--- src/tsfr_pkg.sv ---
`default_nettype none
// ----------------------------------------------------------------------------
// tsfr_pkg
// Types and constants shared by the typed sensor frame receiver.
// ----------------------------------------------------------------------------
package tsfr_pkg;

	localparam int FRAME_LEN  = 14;
	localparam int WORD_COUNT = 7;

	typedef logic [3:0] pos_t;
	typedef logic [FRAME_LEN-1:0][7:0]   frame_t;
	typedef logic [WORD_COUNT-1:0][15:0] words_t;

	typedef struct packed {
		logic [7:0] code_status;
		logic [7:0] code_raw;
		logic [7:0] code_threshold;
		logic [7:0] code_colour;
	} codes_t;

	localparam pos_t POS_IDLE   = 4'd0;
	localparam pos_t POS_FIRST  = 4'd1;
	localparam pos_t POS_TYPE   = 4'd2;
	localparam pos_t POS_LEN_A  = 4'd4;
	localparam pos_t POS_LEN_B  = 4'd6;
	localparam pos_t POS_LEN_C  = 4'd13;
	localparam pos_t POS_LAST   = 4'd14;
	localparam pos_t POS_UNUSED = 4'd15;

	localparam logic [2:0] REG_HEADER_FIRST   = 3'd0;
	localparam logic [2:0] REG_HEADER_SECOND  = 3'd1;
	localparam logic [2:0] REG_CODE_STATUS    = 3'd2;
	localparam logic [2:0] REG_CODE_RAW       = 3'd3;
	localparam logic [2:0] REG_CODE_THRESHOLD = 3'd4;
	localparam logic [2:0] REG_CODE_COLOUR    = 3'd5;
	localparam logic [2:0] REG_WHITE_STATUS   = 3'd6;
	localparam logic [2:0] REG_WHITE_COLOUR   = 3'd7;

	localparam logic [7:0]  RST_HEADER_FIRST   = 8'd255;
	localparam logic [7:0]  RST_HEADER_SECOND  = 8'd254;
	localparam logic [7:0]  RST_CODE_STATUS    = 8'd3;
	localparam logic [7:0]  RST_CODE_RAW       = 8'd1;
	localparam logic [7:0]  RST_CODE_THRESHOLD = 8'd4;
	localparam logic [7:0]  RST_CODE_COLOUR    = 8'd2;
	localparam logic [15:0] RST_WHITE_STATUS   = 16'd1;
	localparam logic [15:0] RST_WHITE_COLOUR   = 16'd1;

endpackage
`default_nettype wire

--- src/tsfr_decode.sv ---
`default_nettype none
// ----------------------------------------------------------------------------
// tsfr_decode
// Decodes the frame buffer by its type byte into seven big-endian words.
// ----------------------------------------------------------------------------
module tsfr_decode (
	input  wire tsfr_pkg::frame_t frame,
	input  wire tsfr_pkg::words_t words_in,
	input  wire tsfr_pkg::codes_t codes,
	output tsfr_pkg::words_t      words_out
);

	logic [7:0] frame_type;

	assign frame_type = frame[0];

	always_comb begin
		words_out = words_in;
		if (frame_type == codes.code_raw) begin
			words_out[0] = {frame[1], frame[2]};
			words_out[1] = {frame[3], frame[4]};
			words_out[2] = {8'h00, frame[5]};
		end else if (frame_type == codes.code_colour) begin
			for (int k = 0; k < 6; k++) begin
				words_out[k] = {frame[1 + 2 * k], frame[2 + 2 * k]};
			end
			words_out[6] = {8'h00, frame[13]};
		end else if (frame_type == codes.code_status) begin
			words_out[1] = {8'h00, frame[1]};
		end else if (frame_type == codes.code_threshold) begin
			for (int k = 0; k < 6; k++) begin
				words_out[k + 1] = {frame[1 + 2 * k], frame[2 + 2 * k]};
			end
		end
	end

endmodule
`default_nettype wire

--- src/typed_sensor_frame_receiver.sv ---
`default_nettype none
// ----------------------------------------------------------------------------
// typed_sensor_frame_receiver
// Byte-wise receiver of typed sensor frames with white-line detection.
// ----------------------------------------------------------------------------
// One received byte enters per transaction and one result leaves per
// transaction; a new byte is taken every cycle while results are drained.
// The byte is captured in an input register; when it advances, the frame
// position, buffer and decoded words are updated in one pass and written
// into the result register. Updating the frame position and the 14-byte
// buffer in one pass sets the rate of one byte per cycle while results are
// drained. A register write over the APB-style port takes effect for bytes
// processed after it; write only while no transaction is in flight.
// ----------------------------------------------------------------------------
module typed_sensor_frame_receiver (
	input  wire logic        clk,
	input  wire logic        arst_n,
	input  wire logic        psel,
	input  wire logic        penable,
	input  wire logic        pwrite,
	input  wire logic [4:0]  paddr,
	input  wire logic [31:0] pwdata,
	output logic      [31:0] prdata,
	output logic             pready,
	input  wire logic        item_valid,
	output logic             item_stall,
	input  wire logic [7:0]  rx_byte,
	input  wire logic        follow_enabled,
	output logic             result_valid,
	input  wire logic        result_stall,
	output logic      [15:0] word0,
	output logic      [15:0] word1,
	output logic      [15:0] word2,
	output logic      [15:0] word3,
	output logic      [15:0] word4,
	output logic      [15:0] word5,
	output logic      [15:0] word6,
	output logic             header_seen,
	output logic             white_detect
);

	logic [7:0]  header_first_q;
	logic [7:0]  header_second_q;
	logic [15:0] white_status_q;
	logic [15:0] white_colour_q;
	tsfr_pkg::codes_t codes_q;

	logic       cfg_wr;
	logic [2:0] cfg_idx;

	logic       valid_s1;
	logic [7:0] byte_s1;
	logic       follow_s1;

	logic             valid_s2;
	tsfr_pkg::words_t words_s2;
	logic             header_s2;
	logic             white_s2;

	tsfr_pkg::pos_t   pos_q;
	logic [7:0]       prev_q;
	tsfr_pkg::frame_t frame_q;

	logic             advance;
	logic             accept;
	logic             in_frame;
	logic             hdr_hit;
	logic [7:0]       type_now;
	tsfr_pkg::pos_t   pos_step;
	tsfr_pkg::pos_t   pos_next;
	tsfr_pkg::frame_t frame_next;
	tsfr_pkg::words_t words_next;
	logic             white_next;

	// configuration port
	assign pready  = 1'b1;
	assign cfg_wr  = psel & penable & pwrite & pready;
	assign cfg_idx = paddr[4:2];

	always_ff @(posedge clk or negedge arst_n) begin
		if (!arst_n) begin
			header_first_q         <= tsfr_pkg::RST_HEADER_FIRST;
			header_second_q        <= tsfr_pkg::RST_HEADER_SECOND;
			codes_q.code_status    <= tsfr_pkg::RST_CODE_STATUS;
			codes_q.code_raw       <= tsfr_pkg::RST_CODE_RAW;
			codes_q.code_threshold <= tsfr_pkg::RST_CODE_THRESHOLD;
			codes_q.code_colour    <= tsfr_pkg::RST_CODE_COLOUR;
			white_status_q         <= tsfr_pkg::RST_WHITE_STATUS;
			white_colour_q         <= tsfr_pkg::RST_WHITE_COLOUR;
		end else if (cfg_wr) begin
			case (cfg_idx)
				tsfr_pkg::REG_HEADER_FIRST:   header_first_q         <= pwdata[7:0];
				tsfr_pkg::REG_HEADER_SECOND:  header_second_q        <= pwdata[7:0];
				tsfr_pkg::REG_CODE_STATUS:    codes_q.code_status    <= pwdata[7:0];
				tsfr_pkg::REG_CODE_RAW:       codes_q.code_raw       <= pwdata[7:0];
				tsfr_pkg::REG_CODE_THRESHOLD: codes_q.code_threshold <= pwdata[7:0];
				tsfr_pkg::REG_CODE_COLOUR:    codes_q.code_colour    <= pwdata[7:0];
				tsfr_pkg::REG_WHITE_STATUS:   white_status_q         <= pwdata[15:0];
				tsfr_pkg::REG_WHITE_COLOUR:   white_colour_q         <= pwdata[15:0];
				default: ;
			endcase
		end
	end

	always_comb begin
		case (cfg_idx)
			tsfr_pkg::REG_HEADER_FIRST:   prdata = {24'h0, header_first_q};
			tsfr_pkg::REG_HEADER_SECOND:  prdata = {24'h0, header_second_q};
			tsfr_pkg::REG_CODE_STATUS:    prdata = {24'h0, codes_q.code_status};
			tsfr_pkg::REG_CODE_RAW:       prdata = {24'h0, codes_q.code_raw};
			tsfr_pkg::REG_CODE_THRESHOLD: prdata = {24'h0, codes_q.code_threshold};
			tsfr_pkg::REG_CODE_COLOUR:    prdata = {24'h0, codes_q.code_colour};
			tsfr_pkg::REG_WHITE_STATUS:   prdata = {16'h0, white_status_q};
			tsfr_pkg::REG_WHITE_COLOUR:   prdata = {16'h0, white_colour_q};
			default:                      prdata = 32'h0;
		endcase
	end

	// pipeline handshake
	assign advance    = valid_s1 & (~valid_s2 | ~result_stall);
	assign item_stall = valid_s1 & ~advance;
	assign accept     = item_valid & ~item_stall;

	always_ff @(posedge clk or negedge arst_n) begin
		if (!arst_n) begin
			valid_s1 <= 1'b0;
			valid_s2 <= 1'b0;
		end else begin
			valid_s1 <= accept | (valid_s1 & ~advance);
			valid_s2 <= advance | (valid_s2 & result_stall);
		end
	end

	always_ff @(posedge clk) begin
		if (accept) begin
			byte_s1   <= rx_byte;
			follow_s1 <= follow_enabled;
		end
	end

	// frame tracking
	assign in_frame = (pos_q >= tsfr_pkg::POS_FIRST) && (pos_q <= tsfr_pkg::POS_LAST);
	assign type_now = (pos_q == tsfr_pkg::POS_FIRST) ? byte_s1 : frame_q[0];
	assign hdr_hit  = (byte_s1 == header_second_q) && (prev_q == header_first_q);

	always_comb begin
		for (int i = 0; i < tsfr_pkg::FRAME_LEN; i++) begin
			frame_next[i] = (in_frame && pos_q == 4'(i + 1)) ? byte_s1 : frame_q[i];
		end
	end

	always_comb begin
		case (pos_q)
			tsfr_pkg::POS_TYPE:
				pos_step = (type_now == codes_q.code_status) ? tsfr_pkg::POS_IDLE : 4'd3;
			tsfr_pkg::POS_LEN_A:
				pos_step = (type_now == codes_q.code_raw ||
					type_now == codes_q.code_threshold ||
					type_now == codes_q.code_colour) ? 4'd5 : tsfr_pkg::POS_IDLE;
			tsfr_pkg::POS_LEN_B:
				pos_step = (type_now == codes_q.code_colour ||
					type_now == codes_q.code_threshold) ? 4'd7 : tsfr_pkg::POS_IDLE;
			tsfr_pkg::POS_LEN_C:
				pos_step = (type_now == codes_q.code_threshold) ?
					tsfr_pkg::POS_IDLE : tsfr_pkg::POS_LAST;
			tsfr_pkg::POS_LAST:
				pos_step = tsfr_pkg::POS_IDLE;
			default:
				pos_step = pos_q + 4'd1;
		endcase
	end

	always_comb begin
		if (hdr_hit) begin
			pos_next = tsfr_pkg::POS_FIRST;
		end else if (in_frame) begin
			pos_next = pos_step;
		end else begin
			pos_next = tsfr_pkg::POS_IDLE;
		end
	end

	tsfr_decode u_decode (
		.frame     (frame_next),
		.words_in  (words_s2),
		.codes     (codes_q),
		.words_out (words_next)
	);

	assign white_next = (words_next[1] == white_status_q) &&
		(words_next[0] != white_colour_q) && follow_s1;

	always_ff @(posedge clk or negedge arst_n) begin
		if (!arst_n) begin
			pos_q     <= tsfr_pkg::POS_IDLE;
			prev_q    <= 8'h00;
			frame_q   <= '0;
			words_s2  <= '0;
			header_s2 <= 1'b0;
			white_s2  <= 1'b0;
		end else if (advance) begin
			pos_q     <= pos_next;
			prev_q    <= byte_s1;
			frame_q   <= frame_next;
			words_s2  <= words_next;
			header_s2 <= hdr_hit;
			white_s2  <= white_next;
		end
	end

	assign result_valid = valid_s2;
	assign word0        = words_s2[0];
	assign word1        = words_s2[1];
	assign word2        = words_s2[2];
	assign word3        = words_s2[3];
	assign word4        = words_s2[4];
	assign word5        = words_s2[5];
	assign word6        = words_s2[6];
	assign header_seen  = header_s2;
	assign white_detect = white_s2;

	a_pos_legal: assert property (@(posedge clk) disable iff (!arst_n)
		pos_q != tsfr_pkg::POS_UNUSED)
		else $error("frame position reached unused code");

	a_header_arms: assert property (@(posedge clk) disable iff (!arst_n)
		advance && hdr_hit |=> pos_q == tsfr_pkg::POS_FIRST && header_seen)
		else $error("header did not arm the receiver");

	a_advance_fills: assert property (@(posedge clk) disable iff (!arst_n)
		advance |=> result_valid)
		else $error("processed transaction did not reach the result register");

	a_stall_only_full: assert property (@(posedge clk) disable iff (!arst_n)
		item_stall |-> valid_s1 && valid_s2 && result_stall)
		else $error("input stalled with room in the pipeline");

endmodule
`default_nettype wire

--- config.mk ---
export PLATFORM = sky130hd
export DESIGN_NAME = typed_sensor_frame_receiver
export DESIGN_NICKNAME = d
export VERILOG_FILES = /design/src/tsfr_pkg.sv /design/src/tsfr_decode.sv /design/src/typed_sensor_frame_receiver.sv
export SDC_FILE = /design/constraint.sdc
export NUM_CORES = 1
export LEC_CHECK = 0
export ABC_AREA = 1
export BUFFER_PORTS_ARGS = -buffer_cell sky130_fd_sc_hd__buf_2
export CAP_MARGIN = 20
export CORE_MARGIN = 3
export CORE_UTILIZATION = 45
export DETAILED_ROUTE_END_ITERATION = 16
export SLEW_MARGIN = 20
export SYNTH_ARGS = -nofsm -noshare
export SYNTH_HDL_FRONTEND = slang
export SYNTH_SLANG_ARGS = --single-unit
export TNS_END_PERCENT = 30
--- constraint.sdc ---
create_clock -name clk -period 8.3 [get_ports clk]
set_input_delay 0.415 -clock clk [delete_from_list [all_inputs] [get_ports clk]]
set_output_delay 0.415 -clock clk [all_outputs]
set_load 0.1 [all_outputs]
==> results.yml <==
grt:
  grt_pass1_wl_um: 85140
  grt_pass1_vias: 14831
  grt_max_degree: 230
  grtUsageTotal_pct: 26.49
  antenna_found_initial: 1
  overflow: 0
cells_and_area:
  drive_gt1_share_pct: 12.38
  final_common_cell: "nand2_1"
  finalNetCount: 2468
  final_cell_mix: "704 x nand2_1, 360 x o21ai_0, 298 x dfrtp_1"
  num_antenna_cells: 0
  synthToLayoutAreaGrowth_pct: 13.20
  fin_util_pct: 52.31
synthesis:
  synth_top_flop_cell: "dfrtp_1"
  seq_area_frac_synth_pct: 48.40
  synth-seq-cells: 329
  synth_cell_types: 38
  synthCells: 2302
  synth-edff-count: 9
  async_reset_ff_share_pct: 97.26
  yosys_warnings: 0
  synth_area_sq_um: 17160
  syn_avg_cell_area_sq_um: 7.455
timing:
  tightest_slew_ns: 1.044
  hold_viol_final: 0
  max_freq_ghz: 0.2081
  min_period_over_period_pct: 57.90
  setup-tns-final_ns: 0
  fin_skew_ns: 0.02626
  period_needed_ns: 4.806
  report.final.slew_viol_count: 0
  setup_viol: 0
  rsz0062_at_grt: "false"
  slew_headroom_pct: 29.96
  whs_ns: 0.05537
clock_network:
  clk_pin_slew_worst_paths_ns: 0.06
  post_cts_buffers: 0
  htreeDepth: 2
  cts_buffer_depth: 3
  clock-sinks: 329
  cts_root_buffer: "clkbuf_16"
  cts_tree: "done"
  cts_resized: 0
  cts_buffers: 39
  clock_latency_ns: 0.55
detailed_routing:
  drc: 0
  via_per_inst: 5.325
  drtIter0Drc: 1344
  ant_nets: 0
  vias: 15671
  wirelength_um: 54680
  drtPass1Iterations: 7
  wl_per_cell_um: 18.58
status:
  status: "completed"
worst_setup_path:
  crit_path_start_kind: "flip-flop"
  r2r_start: "pos_q[1]"
  crit_arrival_ns: 5.18
  crit_path_max_fanout: 57
  crit_required_ns: 8.67
  worst-r2r-cell-count: 13
  endpoint_kind: "flip-flop"
  crit_type: "flip-flop to flip-flop"
  rr_endpoint: "word2[1]"
  r2r_slack_ns: 3.49
pwr:
  p_per_area_nw_per_um2: 362.8
  leakagePower_uw: 0.009892
  peakVddDrop_uv: 411.9
floorplan:
  die_h_um: 201.3
  io_pins: 202
  rows: 70
  die_area_sq_um: 40520
  fp.coreArea_sq_um: 37140
  floorplan.initialDensity_pct: 46.21
  die_x_um: 201.3
place:
  gp_congestion: 0.8883
  portBuffers: 166
  place_hpwl_um: 37120
min_path:
  hold_path.startpoint: "rx_byte[1]"
  min_path_cells: 1
  hp-class: "primary input to flip-flop"
  min_to: "byte_s1[1]"
flow_run:
  max_cap_violations: 0
cell type report:
type / instances / area (sq um)
fillers: 3714 / 17710
flip-flops and latches: 329 / 8305
multi-input cells: 1598 / 7318
clock buffers: 59 / 1111
repair buffers: 187 / 1039
inverters: 255 / 957.2
well taps: 504 / 630.6
clock inverters: 11 / 66.31
worst max-delay path by stage:
stage               startpoint            to  slack (ns)  cells after the start
floorplan             paddr[4]    prdata[10]        5.20                      6
global placement      pos_q[1]  white_detect        3.60                     23
detailed placement    pos_q[1]  white_detect        3.51                     23
CTS                   pos_q[1]  white_detect        3.52                     23
global route          pos_q[1]      word2[3]        3.07                     14
finish                pos_q[1]      word2[1]        3.49                     13
logic make-up after synthesis:
logic type	Yosys count	share of synthesized area (%)
AOI/OAI and AO/OA	556	17.53
xor gates and xnor gates	15	0.7656
other	2	0.04376
DFF	329	48.40
buffers and inverters	390	9.434
adders and majority gates	5	0.3645
and+or+nand+nor	1005	23.46
critical path, stage by stage (launching register included):
cell and delay [ns]:
dfrtp_1 0.45, inv_1 0.16, ha_1 0.80, nand2_4 0.29
nand2_2 0.16, nand2_1 0.11, nand2_1 0.08, nand3_1 0.07
nor2_1 0.25, nand2_2 0.28, nand2_4 0.57, inv_2 0.32
a21oi_2 0.89, a31oi_1 0.20
layer usage:
layer  vias to the layer above  share of wire, %  global-route usage [%]
met5                         -             0.026                       0
met4                         2               3.6                   9.295
met3                       117               5.5                   3.446
met2                       537                45                   41.78
met1                      7397                46                   37.80
li1                       7618                 -                       -
synthesized netlist by cell type, types with 3 or more instances:
cell	n	area, sq um
nand3b_1	4	30.03
o21ai_0	360	1802
ha_1	5	62.56
a21oi_1	72	360.4
buf_1	4	15.01
clkbuf_1	88	330.3
inv_2	3	11.26
o211ai_1	13	97.59
nand2_1	707	2654
edfxtp_1	9	270.3
xor2_1	15	131.4
or2_2	16	100.1
buf_6	9	101.4
nand3_1	92	460.4
o31ai_1	8	60.06
dfrtp_1	298	7457
buf_2	16	80.08
a22oi_1	34	255.2
inv_1	250	938.4
nand4_1	3	18.77
o22ai_1	41	256.5
o21ai_1	4	20.02
nand2_2	7	43.79
nor2_1	163	611.8
dfstp_2	22	578.1
nor3_1	5	25.02
a31oi_1	21	131.4
buf_4	18	135.1
report_power, final:
part / leakage, uW / internal (uW) / switching, uW
logic: 0.00514 / 696 / 2360
registers: 0.00417 / 2070 / 307
clock network: 0.000585 / 926 / 697
per-stage QoR:
| stage | setup slack (ns) | total power [uW] | instance area (sq um) | cells |
|---|---|---|---|---|
| after floorplan | 5.196 | 4735 | 17220 | 2317 |
| after global placement | 3.603 | 5360 | 18210 | 2871 |
| after detailed placement | 3.511 | 5426 | 18210 | 2871 |
| after CTS | 3.521 | 7072 | 19400 | 2942 |
| after global routing | 3.073 | 7511 | 19430 | 2943 |
| final | 3.494 | 7049 | 19430 | 2943 |
timing repair:
action / CTS / global route
hold buffers: 1 / 0
setup endpoints to repair: 0 / 0
hold endpoints to repair: 91 / 0
sequential cells by signal, summed over array words and instances (netlist names):
signal and flops:
word3 16, word0 16, pos_q 4, white_status_q 16
codes_q 32, word5 16, frame_q 112, white_colour_q 16
word1 16, header_first_q 8, word2 16, header_seen 1
byte_s1 8, follow_s1 1, white_detect 1, word6 16
header_second_q 8, valid_s1 1, prev_q 8, result_valid 1
word4 16
Note: power is estimated with default switching activity, not from simulation.
